$ cat src/hdl/dehd_pkg.sv
// ----------------------------------------------------------------------------
// dehd_pkg
// Shared types, constants and helpers for the digitizer event header decoder.
// ----------------------------------------------------------------------------
package dehd_pkg;

    // Event layout
    localparam int HEADER_WORDS    = 13;
    localparam int MAX_TRACE_WORDS = 1024;

    // Field widths
    localparam int WORD_W   = 32;
    localparam int POS_W    = 12;
    localparam int TAG_W    = 5;
    localparam int VALUE_W  = 48;
    localparam int SAMPLE_W = 11;

    // Results one item can cause, and the width of a result count
    localparam int MAX_RESULTS = 5;
    localparam int COUNT_W     = 3;

    // Header types
    localparam logic [3:0] HDR_LED     = 4'd0;
    localparam logic [3:0] HDR_LED_NEW = 4'd1;
    localparam logic [3:0] HDR_CFD     = 4'd2;

    // Result tags
    typedef enum logic [TAG_W-1:0] {
        TAG_CHAN        = 5'd0,
        TAG_BOARD       = 5'd1,
        TAG_ID          = 5'd2,
        TAG_PKT_LEN     = 5'd3,
        TAG_GEO         = 5'd4,
        TAG_HDR_TYPE    = 5'd5,
        TAG_EVT_TYPE    = 5'd6,
        TAG_HDR_LEN     = 5'd7,
        TAG_TIMESTAMP   = 5'd8,
        TAG_FLAGS       = 5'd9,
        TAG_CFD0        = 5'd10,
        TAG_CFD1        = 5'd11,
        TAG_CFD2        = 5'd12,
        TAG_LAST_DISC   = 5'd13,
        TAG_SAMPLED_BL  = 5'd14,
        TAG_PRE_ENERGY  = 5'd15,
        TAG_POST_ENERGY = 5'd16,
        TAG_PEAK_TS     = 5'd17,
        TAG_M1_BEGIN    = 5'd18,
        TAG_M1_END      = 5'd19,
        TAG_M2_BEGIN    = 5'd20,
        TAG_M2_END      = 5'd21,
        TAG_PEAK_SAMPLE = 5'd22,
        TAG_BASE_SAMPLE = 5'd23,
        TAG_BASELINE    = 5'd24,
        TAG_TRACE       = 5'd25,
        TAG_END         = 5'd26
    } tag_t;

    // One result
    typedef struct packed {
        tag_t                tag;
        logic [VALUE_W-1:0]  value;
        logic [SAMPLE_W-1:0] pos;
    } entry_t;

    // All results of one item
    typedef struct packed {
        entry_t [MAX_RESULTS-1:0] ent;
        logic   [COUNT_W-1:0]     count;
    } run_t;

    function automatic entry_t mk_entry(tag_t tag, logic [VALUE_W-1:0] value,
                                        logic [SAMPLE_W-1:0] pos);
        entry_t e;
        e.tag   = tag;
        e.value = value;
        e.pos   = pos;
        return e;
    endfunction

    // Flag bits kept for each header type
    function automatic logic [15:0] flag_mask(logic [3:0] kind);
        logic [15:0] m;
        case (kind)
            HDR_LED:     m = 16'hB600;
            HDR_LED_NEW: m = 16'hF700;
            HDR_CFD:     m = 16'hFF80;
            default:     m = 16'h0000;
        endcase
        return m;
    endfunction

    function automatic logic [WORD_W-1:0] swap_bytes(logic [WORD_W-1:0] v);
        return {v[7:0], v[15:8], v[23:16], v[31:24]};
    endfunction

endpackage

$ cat src/hdl/dehd_decode.sv
// ----------------------------------------------------------------------------
// dehd_decode
// Decodes one registered event word into its list of results and keeps the
// per-event state (word position, header type, partial fields, held trace).
// ----------------------------------------------------------------------------
module dehd_decode (
    input  logic                       clk,
    input  logic                       rst_n,
    input  logic                       step,
    input  logic [dehd_pkg::WORD_W-1:0] raw_word,
    input  logic                       eoe,
    output dehd_pkg::run_t             run
);
    import dehd_pkg::*;

    localparam logic [POS_W-1:0] HDR_WORDS = POS_W'(HEADER_WORDS);
    localparam logic [POS_W-1:0] TRACE_END = POS_W'(HEADER_WORDS + MAX_TRACE_WORDS);
    localparam logic [POS_W-1:0] MAX_TRACE = POS_W'(MAX_TRACE_WORDS);
    localparam logic [POS_W-1:0] POS_MAX   = {POS_W{1'b1}};

    // Header word positions
    localparam logic [POS_W-1:0] W_ID      = 12'd0;
    localparam logic [POS_W-1:0] W_TS_LOW  = 12'd1;
    localparam logic [POS_W-1:0] W_TYPE    = 12'd2;
    localparam logic [POS_W-1:0] W_FLAGS   = 12'd3;
    localparam logic [POS_W-1:0] W_DISC    = 12'd4;
    localparam logic [POS_W-1:0] W_BASE    = 12'd5;
    localparam logic [POS_W-1:0] W_CFD     = 12'd6;
    localparam logic [POS_W-1:0] W_PRE_E   = 12'd7;
    localparam logic [POS_W-1:0] W_POST_E  = 12'd8;
    localparam logic [POS_W-1:0] W_PEAK_TS = 12'd9;
    localparam logic [POS_W-1:0] W_M1      = 12'd10;
    localparam logic [POS_W-1:0] W_M2      = 12'd11;

    logic [POS_W-1:0]  word_position_reg, word_position_next;
    logic [3:0]        header_kind_reg, header_kind_next;
    logic [31:0]       stamp_low_half_reg, stamp_low_half_next;
    logic [15:0]       flags_word_upper_reg, flags_word_upper_next;
    logic [7:0]        energy_upper_byte_reg, energy_upper_byte_next;
    logic [15:0]       peak_stamp_low_reg, peak_stamp_low_next;
    logic [31:0]       held_trace_word_reg, held_trace_word_next;
    logic              held_trace_valid_reg, held_trace_valid_next;

    logic [WORD_W-1:0] w;
    logic              cfd;
    logic [11:0]       board;
    logic [15:0]       comb_id;
    logic [14:0]       mark_sum;
    logic [POS_W-1:0]  trace_idx;
    logic [POS_W-1:0]  trace_words;

    assign w         = swap_bytes(raw_word);
    assign cfd       = (header_kind_reg == HDR_CFD);
    assign board     = w[15:4];
    assign comb_id   = 16'({board, 3'b000}) + 16'({board, 1'b0}) + 16'(w[3:0]);
    assign mark_sum  = 15'(w[13:0]) + 15'(w[29:16]);
    assign trace_idx = word_position_reg - HDR_WORDS - 12'd1;

    // Trace words seen so far, clamped to the trace limit
    always_comb
    begin
        trace_words = (word_position_reg > HDR_WORDS) ? word_position_reg - HDR_WORDS
                                                      : '0;
        if (trace_words > MAX_TRACE)
            trace_words = MAX_TRACE;
    end

    // Result list and next state
    always_comb
    begin
        logic [COUNT_W-1:0] n;
        n = '0;
        run.ent = '0;

        word_position_next     = word_position_reg;
        header_kind_next       = header_kind_reg;
        stamp_low_half_next    = stamp_low_half_reg;
        flags_word_upper_next  = flags_word_upper_reg;
        energy_upper_byte_next = energy_upper_byte_reg;
        peak_stamp_low_next    = peak_stamp_low_reg;
        held_trace_word_next   = held_trace_word_reg;
        held_trace_valid_next  = 1'b0;

        // previous trace word is now known not to be the last one
        if (held_trace_valid_reg && word_position_reg > HDR_WORDS)
        begin
            run.ent[0] = mk_entry(TAG_TRACE, 48'(held_trace_word_reg[15:0]),
                                  {trace_idx[SAMPLE_W-2:0], 1'b0});
            run.ent[1] = mk_entry(TAG_TRACE, 48'(held_trace_word_reg[31:16]),
                                  {trace_idx[SAMPLE_W-2:0], 1'b1});
            n = 3'd2;
        end

        if (word_position_reg < HDR_WORDS)
        begin
            case (word_position_reg)
                W_ID:
                begin
                    if (!eoe)
                    begin
                        run.ent[0] = mk_entry(TAG_CHAN, 48'(w[3:0]), '0);
                        run.ent[1] = mk_entry(TAG_BOARD, 48'(board), '0);
                        run.ent[2] = mk_entry(TAG_ID, 48'(comb_id), '0);
                        run.ent[3] = mk_entry(TAG_PKT_LEN, 48'(w[26:16]), '0);
                        run.ent[4] = mk_entry(TAG_GEO, 48'(w[31:27]), '0);
                        n = 3'd5;
                    end
                end
                W_TS_LOW:
                begin
                    stamp_low_half_next = w;
                end
                W_TYPE:
                begin
                    header_kind_next = w[19:16];
                    run.ent[0] = mk_entry(TAG_HDR_TYPE, 48'(w[19:16]), '0);
                    run.ent[1] = mk_entry(TAG_EVT_TYPE, 48'(w[25:23]), '0);
                    run.ent[2] = mk_entry(TAG_HDR_LEN, 48'(w[31:26]), '0);
                    run.ent[3] = mk_entry(TAG_TIMESTAMP, {w[15:0], stamp_low_half_reg}, '0);
                    n = 3'd4;
                end
                W_FLAGS:
                begin
                    flags_word_upper_next = w[31:16];
                    run.ent[0] = mk_entry(TAG_FLAGS,
                                          48'(w[15:0] & flag_mask(header_kind_reg)), '0);
                    n = 3'd1;
                end
                W_DISC:
                begin
                    run.ent[0] = mk_entry(TAG_LAST_DISC, {w, flags_word_upper_reg}, '0);
                    run.ent[1] = mk_entry(TAG_CFD0, cfd ? 48'(w[29:16]) : '0, '0);
                    n = 3'd2;
                end
                W_BASE:
                begin
                    run.ent[0] = mk_entry(TAG_SAMPLED_BL, 48'(w[23:0]), '0);
                    n = 3'd1;
                end
                W_CFD:
                begin
                    run.ent[0] = mk_entry(TAG_CFD1, cfd ? 48'(w[13:0]) : '0, '0);
                    run.ent[1] = mk_entry(TAG_CFD2, cfd ? 48'(w[29:16]) : '0, '0);
                    n = 3'd2;
                end
                W_PRE_E:
                begin
                    energy_upper_byte_next = w[31:24];
                    run.ent[0] = mk_entry(TAG_PRE_ENERGY, 48'(w[23:0]), '0);
                    n = 3'd1;
                end
                W_POST_E:
                begin
                    peak_stamp_low_next = w[31:16];
                    run.ent[0] = mk_entry(TAG_POST_ENERGY,
                                          48'({w[15:0], energy_upper_byte_reg}), '0);
                    n = 3'd1;
                end
                W_PEAK_TS:
                begin
                    run.ent[0] = mk_entry(TAG_PEAK_TS, {w, peak_stamp_low_reg}, '0);
                    n = 3'd1;
                end
                W_M1:
                begin
                    run.ent[0] = mk_entry(TAG_M1_BEGIN, 48'(w[13:0]), '0);
                    run.ent[1] = mk_entry(TAG_M1_END, 48'(w[29:16]), '0);
                    run.ent[2] = mk_entry(TAG_BASELINE, 48'(mark_sum[14:1]), '0);
                    n = 3'd3;
                end
                W_M2:
                begin
                    run.ent[0] = mk_entry(TAG_M2_BEGIN, 48'(w[13:0]), '0);
                    run.ent[1] = mk_entry(TAG_M2_END, 48'(w[29:16]), '0);
                    n = 3'd2;
                end
                default:
                begin
                    run.ent[0] = mk_entry(TAG_PEAK_SAMPLE, 48'(w[13:0]), '0);
                    run.ent[1] = mk_entry(TAG_BASE_SAMPLE, 48'(w[29:16]), '0);
                    n = 3'd2;
                end
            endcase
        end
        else if (!eoe && word_position_reg < TRACE_END)
        begin
            held_trace_word_next  = w;
            held_trace_valid_next = 1'b1;
        end

        // close the event, or move on to the next word
        if (eoe)
        begin
            run.ent[n] = mk_entry(TAG_END, 48'({trace_words, 1'b0}), '0);
            n = n + 3'd1;
            word_position_next     = '0;
            header_kind_next       = '0;
            stamp_low_half_next    = '0;
            flags_word_upper_next  = '0;
            energy_upper_byte_next = '0;
            peak_stamp_low_next    = '0;
            held_trace_word_next   = '0;
            held_trace_valid_next  = 1'b0;
        end
        else if (word_position_reg < POS_MAX)
        begin
            word_position_next = word_position_reg + 12'd1;
        end

        run.count = n;
    end

    // Per-event state
    always_ff @(posedge clk or negedge rst_n)
    begin
        if (!rst_n)
        begin
            word_position_reg     <= '0;
            header_kind_reg       <= '0;
            stamp_low_half_reg    <= '0;
            flags_word_upper_reg  <= '0;
            energy_upper_byte_reg <= '0;
            peak_stamp_low_reg    <= '0;
            held_trace_word_reg   <= '0;
            held_trace_valid_reg  <= 1'b0;
        end
        else if (step)
        begin
            word_position_reg     <= word_position_next;
            header_kind_reg       <= header_kind_next;
            stamp_low_half_reg    <= stamp_low_half_next;
            flags_word_upper_reg  <= flags_word_upper_next;
            energy_upper_byte_reg <= energy_upper_byte_next;
            peak_stamp_low_reg    <= peak_stamp_low_next;
            held_trace_word_reg   <= held_trace_word_next;
            held_trace_valid_reg  <= held_trace_valid_next;
        end
    end

endmodule

$ cat src/hdl/dehd_emit.sv
// ----------------------------------------------------------------------------
// dehd_emit
// Result register: holds the results of one item and hands them out one per
// accepted output cycle. Reloads on the cycle its last result is taken.
// ----------------------------------------------------------------------------
module dehd_emit (
    input  logic                           clk,
    input  logic                           rst_n,
    input  logic                           load,
    input  dehd_pkg::run_t                 run_in,
    output logic                           free,
    output logic                           out_valid,
    input  logic                           out_stall,
    output logic [dehd_pkg::TAG_W-1:0]     field_tag,
    output logic [dehd_pkg::VALUE_W-1:0]   field_value,
    output logic [dehd_pkg::SAMPLE_W-1:0]  sample_position,
    output logic                           last_of_run
);
    import dehd_pkg::*;

    run_t               run_reg;
    logic               run_valid_reg;
    logic [COUNT_W-1:0] idx_reg;
    entry_t             cur;
    logic               take;

    assign cur  = run_reg.ent[idx_reg];
    assign take = run_valid_reg && !out_stall;

    assign out_valid       = run_valid_reg;
    assign field_tag       = TAG_W'(cur.tag);
    assign field_value     = cur.value;
    assign sample_position = cur.pos;
    assign last_of_run     = (idx_reg == run_reg.count - 3'd1);

    // room for the next item's results
    assign free = !run_valid_reg || (take && last_of_run);

    // Result payload
    always_ff @(posedge clk)
    begin
        if (load)
            run_reg <= run_in;
    end

    // Result sequencing
    always_ff @(posedge clk or negedge rst_n)
    begin
        if (!rst_n)
        begin
            run_valid_reg <= 1'b0;
            idx_reg       <= '0;
        end
        else if (load)
        begin
            run_valid_reg <= (run_in.count != '0);
            idx_reg       <= '0;
        end
        else if (take)
        begin
            if (last_of_run)
                run_valid_reg <= 1'b0;
            idx_reg <= idx_reg + 3'd1;
        end
    end

endmodule

$ cat src/hdl/digitizer_event_header_decoder.sv
// An accepted item passes through the input register and then the result
// register before its first result reaches the outputs. The single result port
// drains the result register one result at a time; a waiting item is loaded
// as its last result is taken. An item that causes no result leaves it empty.
// Reset (rst_n low, asynchronous) empties both registers and returns the
// per-event state to the start of an event.
// ----------------------------------------------------------------------------
// digitizer_event_header_decoder
// Byte-swaps digitizer event words, decodes the 13 header words into tagged
// fields and splits trace words into pairs of 16-bit samples.
// ----------------------------------------------------------------------------
module digitizer_event_header_decoder (
    input  logic                           clk,
    input  logic                           rst_n,
    input  logic                           in_valid,
    output logic                           in_stall,
    input  logic [dehd_pkg::WORD_W-1:0]    event_word,
    input  logic                           end_of_event,
    output logic                           out_valid,
    input  logic                           out_stall,
    output logic [dehd_pkg::TAG_W-1:0]     field_tag,
    output logic [dehd_pkg::VALUE_W-1:0]   field_value,
    output logic [dehd_pkg::SAMPLE_W-1:0]  sample_position,
    output logic                           last_of_run
);
    import dehd_pkg::*;

    logic              in_valid_reg;
    logic [WORD_W-1:0] word_reg;
    logic              eoe_reg;
    logic              free;
    logic              consume;
    run_t              run;

    assign consume  = in_valid_reg && free;
    assign in_stall = in_valid_reg && !free;

    // Input register payload
    always_ff @(posedge clk)
    begin
        if (in_valid && !in_stall)
        begin
            word_reg <= event_word;
            eoe_reg  <= end_of_event;
        end
    end

    // Input register valid
    always_ff @(posedge clk or negedge rst_n)
    begin
        if (!rst_n)
            in_valid_reg <= 1'b0;
        else if (in_valid && !in_stall)
            in_valid_reg <= 1'b1;
        else if (consume)
            in_valid_reg <= 1'b0;
    end

    dehd_decode u_decode (
        .clk      (clk),
        .rst_n    (rst_n),
        .step     (consume),
        .raw_word (word_reg),
        .eoe      (eoe_reg),
        .run      (run)
    );

    dehd_emit u_emit (
        .clk             (clk),
        .rst_n           (rst_n),
        .load            (consume),
        .run_in          (run),
        .free            (free),
        .out_valid       (out_valid),
        .out_stall       (out_stall),
        .field_tag       (field_tag),
        .field_value     (field_value),
        .sample_position (sample_position),
        .last_of_run     (last_of_run)
    );

    // Only trace samples carry a sample position
    a_pos_trace_only: assert property (@(posedge clk) disable iff (!rst_n)
        out_valid && field_tag != TAG_TRACE |-> sample_position == '0)
        else $error("sample position set on a non-trace result");

    // The end-of-event result closes its item's run
    a_end_is_last: assert property (@(posedge clk) disable iff (!rst_n)
        out_valid && field_tag == TAG_END |-> last_of_run)
        else $error("end-of-event result is not last of its run");

    // Taking the last result with nothing to reload empties the output
    a_drain: assert property (@(posedge clk) disable iff (!rst_n)
        out_valid && !out_stall && last_of_run && !consume |=> !out_valid)
        else $error("output still valid after its last result was taken");

endmodule
$ cat config.mk
export PLATFORM = sky130hd
export DESIGN_NAME = digitizer_event_header_decoder
export DESIGN_NICKNAME = d
export VERILOG_FILES = /design/src/hdl/dehd_pkg.sv /design/src/hdl/dehd_decode.sv /design/src/hdl/dehd_emit.sv /design/src/hdl/digitizer_event_header_decoder.sv
export SDC_FILE = /design/constraint.sdc
export NUM_CORES = 1
export LEC_CHECK = 0
export BUFFER_PORTS_ARGS = -buffer_cell sky130_fd_sc_hd__buf_2
export CAP_MARGIN = 10
export CORE_MARGIN = 4
export CORE_UTILIZATION = 55
export CTS_CLUSTER_DIAMETER = 40
export DETAILED_ROUTE_END_ITERATION = 6
export PLACE_DENSITY = 0.72
export SKIP_CTS_REPAIR_TIMING = 1
export SYNTH_ARGS = -nofsm -noshare
export SYNTH_HDL_FRONTEND = slang
export SYNTH_SLANG_ARGS = --single-unit
$ cat constraint.sdc
create_clock -name clk -period 12.45 [get_ports clk]
set_clock_uncertainty 0.15 [all_clocks]
set_input_delay 0.6225 -clock clk [delete_from_list [all_inputs] [get_ports clk]]
set_output_delay 0.6225 -clock clk [all_outputs]
set_load 0.01 [all_outputs]
==> results.toml <==
[outcome]
status = "complete, no violations"

[cts]
cts_tree = "done"
clock_latency_ps = 540
cts-htree-levels = 2
cts_root_buf = "clkbuf_16"
clock_path_buffers = 3
clk_pin_slew_ps = 60
cts.sinks = 343
cts_buffers = 44

[worst_setup_path]
reg2reg_from = "u_emit.idx_reg[2]"
crit_start = "u_emit.idx_reg[2]"
rrSetupSlack_ps = 7800
cp.required_ps = 12460
critical_path_class = "reg -> reg"
crit_path_end_kind = "register"
cp.arrival_ps = 4660
reg2reg_to = "u_emit.run_reg[44]"
critPathMaxFanout = 79
reg2regPathDepth = 8
startpoint_type = "register"

[layout]
drive_above_1_share = 0.147
largest_reg_flops = 184
final_util = 0.627
fill_cells = 2444
fin_nets = 1733
n_antenna_cell = 0
final_cell_area_sq_um = 19700
synthToLayoutAreaGrowth_pct = 12.7

[sta]
hold_slack_ps = 12.0
maxSlewViolCount = 0
setup_tns_ps = 0
worstMarginPinSlew_ps = 1300
hold_viol_final = 0
maxSlewHeadroom = 0.134
period_minus_slack_ps = 4650
setup-violations-final = 0
max_freq_mhz = 215
period_share = 0.374
rsz0062_at_grt = "no"

[route]
vias = 13372
routed_wl_um = 50200
drtIter0Drc = 1832
ant_nets = 0
drt_first_pass_iters = 6
routedWlPerCell_um = 24.1
drc = 0
viasPerCell = 6.41

[place]
port_buffers = 103
dp_hpwl_um = 32600
gp_congestion = 0.953
placed_cell_area_sq_um = 18200

[synthesis]
yosys.area.top_type = "edfxtp_1"
synth_top_area_frac = 0.372
synth_cells = 1591
synth_most_common_cell = "edfxtp_1"
ys_top_cells_by_count = "217 x edfxtp_1, 168 x nand2_1, 137 x o21ai_0, 126 x dfrtp_1, 100 x nor2_1"
synthFlopType = "edfxtp_1"
synthArstFlopShare = 0.367
syn-mean-instance-area_sq_um = 11.0
yosysWarnings = 0
ys_ff_latch = 343
synth_area_leaders = "edfxtp_1 37%, dfrtp_1 18%, o21ai_0 3.9%"
synth.distinct_cells = 90
synth-edff-count = 217
synth_area_sq_um = 17500
seq_area_frac_synth = 0.552

[die]
core.rowCount = 65
start_util = 0.557
io_pins = 104
die-height_um = 186
dieWidth_um = 186
die_area_sq_um = 34800
core_sq_um = 31500

[global_routing]
grt_max_degree = 96
overflow = 0
grt_pass1_wl_um = 77400
grt_usage = 0.284
grt_antenna_before_repair = 1
first_global_vias = 12749

[flow_run]
drv_cap = 0

[power_and_ir_drop]
leakagePower_nw = 8.22
powerDensity_nw_per_um2 = 289
peakVddDrop_uv = 137

[min_path]
hp-class = "in -> async"
==> how the worst max path moves through the flow <==
| stage | endpoint | slack [ps] | depth (start not counted) |
|---|---|---|---|
| 2_1_floorplan | u_decode.held_trace_word_reg[1] | 7590 | 10 |
| 3_3_place_gp | u_emit.run_reg[43] | 7870 | 8 |
| 3_5_place_dp | u_emit.run_reg[235] | 7750 | 8 |
| 4_1_cts | u_emit.run_reg[216] | 7750 | 8 |
| 5_1_grt | u_emit.run_reg[212] | 7520 | 8 |
| 6_report | u_emit.run_reg[44] | 7800 | 8 |
==> placed cells by master (no fill, tap or decap), drive strengths merged, types with 9 or more instances in the layout <==
master  instances
ha             45
inv            43
xor2           24
nand3          37
nor2          102
a22o           37
nand2b         40
xnor2          24
and3           29
edfxtp        217
dfrtp         126
clkbuf         51
a222oi         17
and2           61
a21oi          62
o22ai          19
o21ai         162
mux2i          42
a22oi          67
nand2         169
a32o           11
a32oi           9
clkinv         10
buf           122
nor3           17
a21o           10
nor2b          14
==> routing by layer <==
metal	global-route usage	part of all wire	vias to the layer above
li1	-	-	6013
met3	0.0612	0.12	96
met1	0.427	0.42	6470
met5	0	0	-
met4	0.0899	0.032	0
met2	0.416	0.43	793
==> critical path: stages, from the launching register on <==
cell	delay, ps
dfrtp_1	320
buf_4	290
xor3_1	530
o41ai_4	440
nand2_2	80
buf_4	310
inv_6	390
buf_4	790
buf_4	880
==> cell type report <==
type / instances / area [sq um] / area share
Sequential cell: 343 / 9670 / 0.490
Multi-Input combinational cell: 1105 / 7250 / 0.367
Clock buffer: 51 / 1200 / 0.0608
Timing Repair Buffer: 122 / 673 / 0.0341
Tap cell: 402 / 503 / 0.0255
Clock inverter: 31 / 323 / 0.0164
Inverter: 32 / 125 / 0.00634
==> cell families (layout without fill, tap and decap cells) <==
logic type	Yosys count	after routing	synth area share
other cells	1	8	0.000214
mux	48	48	0.0311
fa+ha+maj	48	48	0.0356
simple gates	507	507	0.146
buf+inv	150	236	0.0378
compound gates	445	445	0.172
flops	343	343	0.552
xor+xnor	49	49	0.0253
==> report_power, final <==
| part | switching (W) | internal, W |
|---|---|---|
| clock | 0.000517 | 0.000772 |
| combinational | 0.00150 | 0.000849 |
| sequential | 0.000306 | 0.00175 |
==> per-stage QoR <==
stage	worst slack, ps	cells	total power, W
finish	7800	2086	0.00570
global route	7520	2086	0.00602
CTS	7750	2085	0.00567
detailed placement	7750	2003	0.00437
global placement	7870	2003	0.00431
floorplan	7590	1598	0.00360
Note: power is estimated with default switching activity, not from simulation.
